[config.mk]
export PLATFORM = sky130hd
export DESIGN_NAME = lja_stage
export DESIGN_NICKNAME = d
export VERILOG_FILES = /design/src/rtl/lja_pkg.sv /design/src/rtl/lja_stage.sv
export SDC_FILE = /design/constraint.sdc
export NUM_CORES = 2
export LEC_CHECK = 0
export ABC_AREA = 1
export BUFFER_PORTS_ARGS = -buffer_cell sky130_fd_sc_hd__buf_2
export CAP_MARGIN = 20
export CORE_ASPECT_RATIO = 0.8
export CORE_MARGIN = 2
export CORE_UTILIZATION = 40
export DETAILED_ROUTE_END_ITERATION = 6
export HOLD_SLACK_MARGIN = 0.02
export MAX_ROUTING_LAYER = met4
export SLEW_MARGIN = 10
export SYNTH_ARGS = -nofsm -noshare
export SYNTH_HDL_FRONTEND = slang
export SYNTH_SLANG_ARGS = --single-unit
[constraint.sdc]
create_clock -name clk -period 10.6 [get_ports clk]
set_input_delay 2.12 -clock clk [delete_from_list [all_inputs] [get_ports clk]]
set_output_delay 2.12 -clock clk [all_outputs]
set_load 0.005 [all_outputs]
[src/rtl/lja_pkg.sv]
// Package for the LCG jump-ahead core: generator constants, the per-stage item
// record, and elaboration-time functions for the squared multipliers and offsets.
// No dependencies.
package lja_pkg;

  localparam int unsigned SEED_W  = 32;
  localparam int unsigned STEPS_W = 32;
  localparam int unsigned HALF_W  = 16;

  localparam logic [SEED_W-1:0] LCG_MUL = 32'h0003_43FD;
  localparam logic [SEED_W-1:0] LCG_ADD = 32'h0026_9EC3;

  // One item in flight: the seed, the step bits not yet consumed (bit 0 is the
  // next one), and the running affine map acc_mul * x + acc_add.
  typedef struct packed {
    logic [SEED_W-1:0]  seed;
    logic [STEPS_W-1:0] steps;
    logic [SEED_W-1:0]  acc_mul;
    logic [SEED_W-1:0]  acc_add;
  } lja_item_t;

  // Multiplier of 2^k generator steps: LCG_MUL squared k times.
  function automatic logic [SEED_W-1:0] lcg_mul_pow(input int unsigned k);
    logic [SEED_W-1:0]   m;
    logic [2*SEED_W-1:0] p;
    m = LCG_MUL;
    for (int unsigned i = 0; i < k; i++) begin
      p = m * m;
      m = p[SEED_W-1:0];
    end
    return m;
  endfunction

  // Offset of 2^k generator steps, built by the doubling rule c <- (m + 1) * c.
  function automatic logic [SEED_W-1:0] lcg_add_pow(input int unsigned k);
    logic [SEED_W-1:0]   m;
    logic [SEED_W-1:0]   c;
    logic [2*SEED_W-1:0] p;
    m = LCG_MUL;
    c = LCG_ADD;
    for (int unsigned i = 0; i < k; i++) begin
      p = (m + SEED_W'(1)) * c;
      c = p[SEED_W-1:0];
      p = m * m;
      m = p[SEED_W-1:0];
    end
    return c;
  endfunction

endpackage

[src/rtl/lja_stage.sv]
// One exponent-bit stage of the LCG jump-ahead pipeline.
// Depends on lja_pkg for the item record.
module lja_stage
  import lja_pkg::*;
(
  input  logic              clk,
  input  logic              rst_n,
  input  logic              adv,
  input  logic              in_valid,
  input  lja_item_t         in_item,
  input  logic [SEED_W-1:0] cur_mul,
  input  logic [SEED_W-1:0] cur_add,
  output logic              out_valid,
  output lja_item_t         out_item
);

  logic                valid_r;
  lja_item_t           item_r;
  lja_item_t           item_nxt;
  logic [2*SEED_W-1:0] mul_prod;
  logic [2*SEED_W-1:0] add_prod;

  // When the current step bit is set, compose the 2^k-step map onto the
  // running map; the step word then shifts so the next stage sees its bit at 0.
  always_comb begin
    mul_prod = in_item.acc_mul * cur_mul;
    add_prod = in_item.acc_add * cur_mul;
    item_nxt = in_item;
    item_nxt.steps = in_item.steps >> 1;
    if (in_item.steps[0]) begin
      item_nxt.acc_mul = mul_prod[SEED_W-1:0];
      item_nxt.acc_add = add_prod[SEED_W-1:0] + cur_add;
    end
  end

  always_ff @(posedge clk) begin
    if (!rst_n) begin
      valid_r <= 1'b0;
    end else if (adv) begin
      valid_r <= in_valid;
    end
  end

  always_ff @(posedge clk) begin
    if (adv) begin
      item_r <= item_nxt;
    end
  end

  assign out_valid = valid_r;
  assign out_item  = item_r;

endmodule

==> results.py <==
metrics = {
    "detailed_routing": {
        "vias_per_cell": 4.77,
        "vias": 31100,
        "routed_wirelength_mm": 120,
        "ant_nets": 0,
        "drtIter0Drc": 2243,
        "routedWlPerCell_um": 18.4,
        "drcViolationCount": 0,
        "dr.pass1.iters": 6,
    },
    "setup_path": {
        "cp.required_ps": 10870,
        "r2r_setup_slack_ps": 9950,
        "path_common_cell": "fa_1",
        "reg2reg_to": "out_valid",
        "slowest_delay_ps": 580,
        "cp_slowest_cell": "buf_2",
        "criticalPathCategory": "in2reg",
        "r2r-start": "out_valid",
        "startpoint_type": "input pin",
        "critPathCaptureType": "flop",
        "arrival_ps": 9400,
        "worstPathMaxFanout": 32,
        "worst-r2r-cell-count": 2,
    },
    "clocking": {
        "cts_buffer_depth": 2,
        "cts_setup_buffers": 0,
        "numCtsBuffers": 17,
        "cts_sinks": 128,
        "post_cts_resized": 0,
        "root_buffer": "clkbuf_16",
        "clk_latency_ps": 490,
        "clk_pin_slew_ps": 80,
        "htree_levels": 4,
        "cts-hold-fix-buffers": 0,
        "cts_tree": "done",
    },
    "timing": {
        "period_needed_ps": 9130,
        "drv_slew": 0,
        "tightest_slew_ps": 1020,
        "finalSetupViolations": 0,
        "max_freq_mhz": 110,
        "skew_ps": 0,
        "timing.slew.headroom": 0.318,
        "rsz0062_at_grt": "false",
        "period_share": 0.861,
        "tns_ps": 0,
        "finalHoldViolCount": 0,
    },
    "yosys": {
        "yosysMostFrequentCell": "inv_1",
        "syn-num-nets": 6347,
        "postSynthCellCount": 5058,
        "synthTopCellsByCount": "inv_1, nand2_1, fa_1",
        "synthTopCellsByArea": "fa_1, inv_1, nand2_1",
        "async_reset_ff_frac": 0,
        "syn_area_mm2": 0.0394,
        "synth_top_flop_cell": "edfxtp_1",
        "yosysSeqAreaShare": 0.0972,
        "synth_cell_types": 54,
        "ys_ff_latch": 128,
        "syn-mean-instance-area_um2": 7.80,
        "synth_top_area_share": 0.429,
        "ys_warn_count": 0,
        "synth_edf_count": 127,
        "synth_area_leader_cell": "fa_1",
    },
    "min_path": {
        "hold_depth": 2,
        "hold_class": "reg2reg",
        "hp-start": "out_valid",
        "worstHoldEndpoint": "out_valid",
    },
    "grt": {
        "grt_pass1_wl_mm": 191,
        "grt_max_degree": 69,
        "first_global_vias": 32400,
        "antenna_found_initial": 12,
        "track_usage": 0.256,
        "overflow": 0,
    },
    "floorplanning": {
        "core_mm2": 0.0972,
        "die_area_mm2": 0.101,
        "die_x_um": 355,
        "rows": 102,
        "start_util": 0.406,
        "die-height_um": 285,
        "ioPinCount": 325,
    },
    "placement": {
        "portBuffers": 323,
        "place_congestion": 0.905,
        "hpwl_mm": 96.9,
    },
    "run_status": {
        "status": "complete, no violations",
    },
    "layout": {
        "syn2layout_area_growth_pct": 8.05,
        "drive_above_1_share": 0.0871,
        "nets": 6487,
        "fill_cells": 9909,
    },
    "job": {
        "maxCapViolCount": 0,
    },
}
## layout make-up
| class | instances | area (um^2) | area share |
|---|---|---|---|
| repair buffers | 358 | 1930 | 0.0453 |
| multi-input cells | 3067 | 28500 | 0.669 |
| flip-flops and latches | 128 | 3830 | 0.0900 |
| clock inverters | 13 | 155 | 0.00364 |
| inverters | 1626 | 6100 | 0.143 |
| clock buffers | 19 | 443 | 0.0104 |
| diodes | 10 | 25.0 | 0.000587 |
| well taps | 1300 | 1630 | 0.0382 |
## kinds of logic after synthesis
logic type	synth area share
buffers and inverters	0.180
flip-flops	0.0972
other	0.0000951
adder cells (fa/ha/maj)	0.508
AND/OR/NAND/NOR	0.178
XOR/XNOR	0.0115
AO/OA/AOI/OAI	0.0254
## per-stage QoR
stage | instance area [um^2] | hold WS (ps) | util | worst slack [ps] | instances
2_1_floorplan | 39400 | 525 | - | 1940 | 5058
3_3_place_gp | 42000 | 523 | 0.432 | 1060 | 6478
3_5_place_dp | 42000 | 535 | 0.432 | 1020 | 6478
4_1_cts | 42600 | 551 | 0.438 | 1590 | 6510
5_1_grt | 42600 | 566 | 0.438 | 1100 | 6520
6_report | 42600 | 542 | 0.438 | 1470 | 6521
## how the worst max path moves through the flow
stage               start           end  depth (start not counted)
3_5_place_dp   cur_mul[3]  out_item[63]                         24
4_1_cts        cur_mul[3]  out_item[63]                         24
3_3_place_gp   cur_mul[2]  out_item[63]                         24
2_1_floorplan  cur_mul[2]  out_item[29]                         31
6_report       cur_mul[2]  out_item[63]                         26
5_1_grt        cur_mul[2]  out_item[63]                         24
## worst max-delay path, delay by kind of cell
kind,cells,cell delay [ps]
adder cells (fa/ha/maj),9,4330
buffers and inverters,9,1570
AND/OR/NAND/NOR,8,1240
## layout by cell type, fill, tap and decap left out, types with 14 or more instances in the layout
cell | Yosys | layout
inv_1 | 1616 | 1616
nand2_1 | 1491 | 1491
fa_1 | 846 | 846
buf_2 | 26 | 322
ha_1 | 247 | 247
edfxtp_1 | 127 | 127
nand3_1 | 109 | 109
nor2_1 | 65 | 65
a21oi_1 | 54 | 54
o21ai_0 | 52 | 52
buf_4 | 19 | 32
xor2_1 | 28 | 28
xnor2_1 | 22 | 22
or2_2 | 18 | 18
a31oi_1 | 17 | 17
nand2_2 | 17 | 17
clkbuf_16 | 0 | 17
nand3b_1 | 15 | 15
nand4_1 | 14 | 14
## state kept, by name, indices dropped and copies added (netlist names)
register and cells:
out_valid 1, out_item 127
## per-layer routing
metal | global-route usage | vias up | wire (um)
li1 | - | 14400 | -
met2 | 0.362 | 1176 | 50400
met3 | 0.0576 | 112 | 11300
met4 | 0.0483 | 0 | 2040
met1 | 0.374 | 15400 | 56500
met5 | - | - | 0
Power is not shown: default switching activity piles up to over one toggle a cycle in this logic, so the estimate is an artifact.
