$ cat src/rtl/lja_pkg.sv
// Package for the LCG jump-ahead core: generator constants, the per-stage item
// record, and elaboration-time functions for the squared multipliers and offsets.
// No dependencies.
package lja_pkg;

  localparam int unsigned SEED_W  = 32;
  localparam int unsigned STEPS_W = 32;
  localparam int unsigned HALF_W  = 16;

  localparam logic [SEED_W-1:0] LCG_MUL = 32'h0003_43FD;
  localparam logic [SEED_W-1:0] LCG_ADD = 32'h0026_9EC3;

  // One item in flight: the seed, the step bits not yet consumed (bit 0 is the
  // next one), and the running affine map acc_mul * x + acc_add.
  typedef struct packed {
    logic [SEED_W-1:0]  seed;
    logic [STEPS_W-1:0] steps;
    logic [SEED_W-1:0]  acc_mul;
    logic [SEED_W-1:0]  acc_add;
  } lja_item_t;

  // Multiplier of 2^k generator steps: LCG_MUL squared k times.
  function automatic logic [SEED_W-1:0] lcg_mul_pow(input int unsigned k);
    logic [SEED_W-1:0]   m;
    logic [2*SEED_W-1:0] p;
    m = LCG_MUL;
    for (int unsigned i = 0; i < k; i++) begin
      p = m * m;
      m = p[SEED_W-1:0];
    end
    return m;
  endfunction

  // Offset of 2^k generator steps, built by the doubling rule c <- (m + 1) * c.
  function automatic logic [SEED_W-1:0] lcg_add_pow(input int unsigned k);
    logic [SEED_W-1:0]   m;
    logic [SEED_W-1:0]   c;
    logic [2*SEED_W-1:0] p;
    m = LCG_MUL;
    c = LCG_ADD;
    for (int unsigned i = 0; i < k; i++) begin
      p = (m + SEED_W'(1)) * c;
      c = p[SEED_W-1:0];
      p = m * m;
      m = p[SEED_W-1:0];
    end
    return c;
  endfunction

endpackage

$ cat src/rtl/lja_apply.sv
// Final stage of the LCG jump-ahead pipeline: applies the accumulated map to
// the seed and holds the result for the output channel. Depends on lja_pkg.
module lja_apply
  import lja_pkg::*;
(
  input  logic              clk,
  input  logic              rst_n,
  input  logic              adv,
  input  logic              in_valid,
  input  lja_item_t         in_item,
  output logic              out_valid,
  output logic [SEED_W-1:0] out_seed
);

  logic                valid_r;
  logic [SEED_W-1:0]   seed_r;
  logic [SEED_W-1:0]   seed_nxt;
  logic [2*SEED_W-1:0] prod;

  always_comb begin
    prod     = in_item.acc_mul * in_item.seed;
    seed_nxt = prod[SEED_W-1:0] + in_item.acc_add;
  end

  always_ff @(posedge clk) begin
    if (!rst_n) begin
      valid_r <= 1'b0;
    end else if (adv) begin
      valid_r <= in_valid;
    end
  end

  always_ff @(posedge clk) begin
    if (adv) begin
      seed_r <= seed_nxt;
    end
  end

  assign out_valid = valid_r;
  assign out_seed  = seed_r;

endmodule

$ cat config.mk
export PLATFORM = sky130hd
export DESIGN_NAME = lja_apply
export DESIGN_NICKNAME = d
export VERILOG_FILES = /design/src/rtl/lja_pkg.sv /design/src/rtl/lja_apply.sv
export SDC_FILE = /design/constraint.sdc
export NUM_CORES = 1
export LEC_CHECK = 0
export BUFFER_PORTS_ARGS = -buffer_cell sky130_fd_sc_hd__buf_2
export CORE_ASPECT_RATIO = 1.1
export CORE_MARGIN = 5
export CORE_UTILIZATION = 55
export CTS_BUF_LIST = sky130_fd_sc_hd__clkbuf_4
export DETAILED_ROUTE_END_ITERATION = 7
export GPL_ROUTABILITY_DRIVEN = 0
export PLACE_DENSITY = 0.78
export SETUP_SLACK_MARGIN = 0.05
export SYNTH_ARGS = -nofsm -noshare
export SYNTH_HDL_FRONTEND = slang
export SYNTH_SLANG_ARGS = --single-unit
$ cat constraint.sdc
create_clock -name clk -period 7.4 [get_ports clk]
set_input_delay 0.74 -clock clk [delete_from_list [all_inputs] [get_ports clk]]
set_output_delay 0.74 -clock clk [all_outputs]
set_load 0.005 [all_outputs]
==> implementation parameters <==
Parameter                              Value

Outcome
  Status    completed

Logic synthesis
  Average size of a mapped cell    9.46 um^2
  Number of different library cells in the post-synthesis netlist    49
  Seq cells post-synth    33
  Total nets after synthesis    2587
  Share of cell area taken by muxes after synthesis    0.168%
  Xor/xnor share of the synthesized area    4.26%
  Dominant combinational cell family by area after synthesis    adder cells
  Number of flops mapped to enable cells by yosys    32
  Number of instances in the synthesized netlist    1893
  Proportion of synthesized chip area in sequential cells    5.48%
  Netlist area before placement    0.0179 mm^2
  Most frequently used flop master after synthesis    sky130_fd_sc_hd__edfxtp_1
  Post-Synth Simple-Gate Area    17.4%
  Share of the synthesized area in compound gates (AO/OA/AOI/OAI)    3.17%
  Adder and majority gate portion of the synthesized area    57.6%
  Warnings, synthesis    0
  FFs w/ async S/R, synth    0%

GRT
  Most utilized layer in the global route result    met2
  Met3 GRT Util    3.40%
  Remaining global-route overflow    0
  Global Route met2 Usage    48.4%
  Maximum number of pins on one net before global-route repair    34
  All-Layer GR Usage    27.6%
  Met1 Track Usage GR    33.5%
  Number of antenna violations at the first check in global routing    3
  Vias in the first global route    15000
  Global-route wire length before repair    77700 um

Floorplan
  Starting Density    55.6%
  Die height    199 um
  Area of the die    0.0363 mm^2
  Placement row count    69
  Core region area    0.0322 mm^2
  Die width    182 um
  I/O Pins    165

Route
  Wirelength, routed    47200 um
  Per-cell routed wire length    19.0 um
  Initial DRT Pass Iterations    5
  Post-route DRC    0
  First-iteration detailed-routing DRC count    925
  Via-to-Cell Ratio    5.27
  ANT nets after route    0
  Via count    13100

Cells and area
  Final Cell Area    0.0197 mm^2
  Core Util, Final    61.3%
  Net total in the final layout    2757
  Final Non-Filler Cells    2491
  Fillcell total    2690
  Proportion of layout cells with a drive suffix above 1    13.0%
  Area delta synth->final    10.3%

Place
  Port bufs    132
  Placed Cells incl. Taps    2482
  Worst slack after detailed placement    -0.271 ns
  Total placed instance area    0.0196 mm^2
  Sum of net half-perimeters after detailed placement    41300 um

CTS
  Buffer cell driving the clock tree root    sky130_fd_sc_hd__clkbuf_4
  CTS max path bufs    2
  CTS Buf Count    5
  Clock edge transition at the registers on the reported setup and hold paths    0.13 ns
  Clock tree from TritonCTS    done
  Clock sink count    33
  Number of buffers added to fix hold violations after cts    0
  Later-pin clock latency in the skew report    0.40 ns
  Number of H-tree levels    2

Timing
  Number of hold violations in the final report    0
  RSZ-0062 raised after global routing    no
  Max-slew violation total from the final report    0
  Fraction of the cycle the final worst path needs    95.9%
  Final number of setup-violating endpoints    0
  Relative slew slack    41.3%
  Slew at the pin closest to its max-slew limit    0.881 ns
  Skew final    0 ns
  Post-layout minimum cycle time    7.10 ns
  Fmax achieved    141 MHz
  Setup ws final    0.302 ns

Worst setup path
  Slowest cell delay on critical path    0.55 ns
  Type of the setup path with the least slack    input pin to flop
  Data arrival at the endpoint of the critical path    7.25 ns
  Nature of the critical path endpoint    flop
  Cell count along the critical path    25
  Worst Reg-to-Reg Cells    2
  Most common cell on crit path    sky130_fd_sc_hd__fa_1
  Crit Path Max Fanout    12
  Number of buffers and inverters on the critical path    8
  Critical Path Source Type    input pin
  Required time of the critical path    7.56 ns
  Family with the most delay on the worst path    adder cells
  Cell type of the slowest stage on the worst timing path    sky130_fd_sc_hd__fa_1

Worst hold path
  HP Class    flop to flop
  Hold path cells    2

Flow run
  Max-Cap Viols    0
## worst register-to-register path, stage by stage, from the launching register on
cell and delay [ns]:
sky130_fd_sc_hd__dfxtp_1 0.33, sky130_fd_sc_hd__mux2i_1 0.11, sky130_fd_sc_hd__nor2b_1 0.06
## flip-flops by register name, summed over array words and instances, names as in the netlist
name and cells:
out_valid 1, out_seed 32
## cells in the mapped netlist, types with 3 or more instances
cell / n / area [um^2]
sky130_fd_sc_hd__a31oi_1: 4 / 25.0
sky130_fd_sc_hd__clkbuf_1: 79 / 297
sky130_fd_sc_hd__a21o_1: 18 / 135
sky130_fd_sc_hd__fa_1: 438 / 8770
sky130_fd_sc_hd__edfxtp_1: 32 / 961
sky130_fd_sc_hd__nand2_1: 174 / 653
sky130_fd_sc_hd__o21ai_0: 4 / 20.0
sky130_fd_sc_hd__a21oi_1: 14 / 70.1
sky130_fd_sc_hd__xnor2_1: 67 / 587
sky130_fd_sc_hd__xor2_1: 20 / 175
sky130_fd_sc_hd__and2_1: 365 / 2280
sky130_fd_sc_hd__o211ai_1: 5 / 37.5
sky130_fd_sc_hd__inv_1: 485 / 1820
sky130_fd_sc_hd__nor2_1: 12 / 45.0
sky130_fd_sc_hd__ha_1: 124 / 1550
sky130_fd_sc_hd__mux2i_1: 3 / 30.0
sky130_fd_sc_hd__o21a_1: 3 / 22.5
sky130_fd_sc_hd__nand3_1: 3 / 15.0
## final cells by class
| type | instances | area, um^2 | share of cell area, % |
|---|---|---|---|
| tap | 426 | 533 | 2.70 |
| sequential | 33 | 981 | 4.97 |
| clock inverter | 3 | 41.3 | 0.209 |
| clock buffer | 5 | 37.5 | 0.190 |
| multi-input combinational | 1293 | 14800 | 75.0 |
| timing repair buffer | 245 | 1520 | 7.72 |
| antenna | 1 | 2.50 | 0.0127 |
| inverter | 485 | 1820 | 9.22 |
## worst paths after layout
| path | start | end | slack, ns |
|---|---|---|---|
| worst max-delay path | in_item[97] | out_seed[31] | 0.30 |
| worst min-delay path | out_valid | out_valid | 0.53 |
| worst max register to register | out_valid | out_valid | 6.81 |
| worst min register to register | out_valid | out_valid | 0.53 |
## logic make-up after synthesis
kind of cell             count (synthesis)
AO/OA/AOI/OAI                           70
XOR/XNOR                                87
adder cells (fa/ha/maj)                562
buffers and inverters                  567
flip-flops                              33
multiplexers                             3
AND/OR/NAND/NOR                        571
## placed cells by master (no fill, tap or decap), types with 5 or more instances in the layout
cell and instances:
sky130_fd_sc_hd__inv_1 485, sky130_fd_sc_hd__fa_1 437, sky130_fd_sc_hd__and2_1 365, sky130_fd_sc_hd__nand2_1 174, sky130_fd_sc_hd__buf_2 131, sky130_fd_sc_hd__ha_1 124, sky130_fd_sc_hd__buf_4 113, sky130_fd_sc_hd__xnor2_1 67
sky130_fd_sc_hd__edfxtp_1 32, sky130_fd_sc_hd__xor2_1 20, sky130_fd_sc_hd__a21o_1 18, sky130_fd_sc_hd__a21oi_1 14, sky130_fd_sc_hd__nor2_1 12, sky130_fd_sc_hd__o211ai_1 5, sky130_fd_sc_hd__clkbuf_4 5
## metal layers
layer  up-vias  routed length (um)
met3       131                3120
met2       489               23600
met5         -                   0
li1       5757                   -
met1      6757               17500
met4         0                3040
## stage by stage
stage	setup TNS (ns)	hold slack, ns
floorplan	0	0.507
global placement	-0.272	0.491
detailed placement	-0.941	0.497
CTS	0	0.515
global route	0	0.524
finish	0	0.526
## what timing repair did
item / 4_1_cts / 5_1_grt
buffers inserted: 0 / 0
endpoints found under the setup margin: 0 / 4
resized for setup: 0 / 6
Power is not shown: default switching activity piles up to over one toggle a cycle in this logic, so the estimate is an artifact.
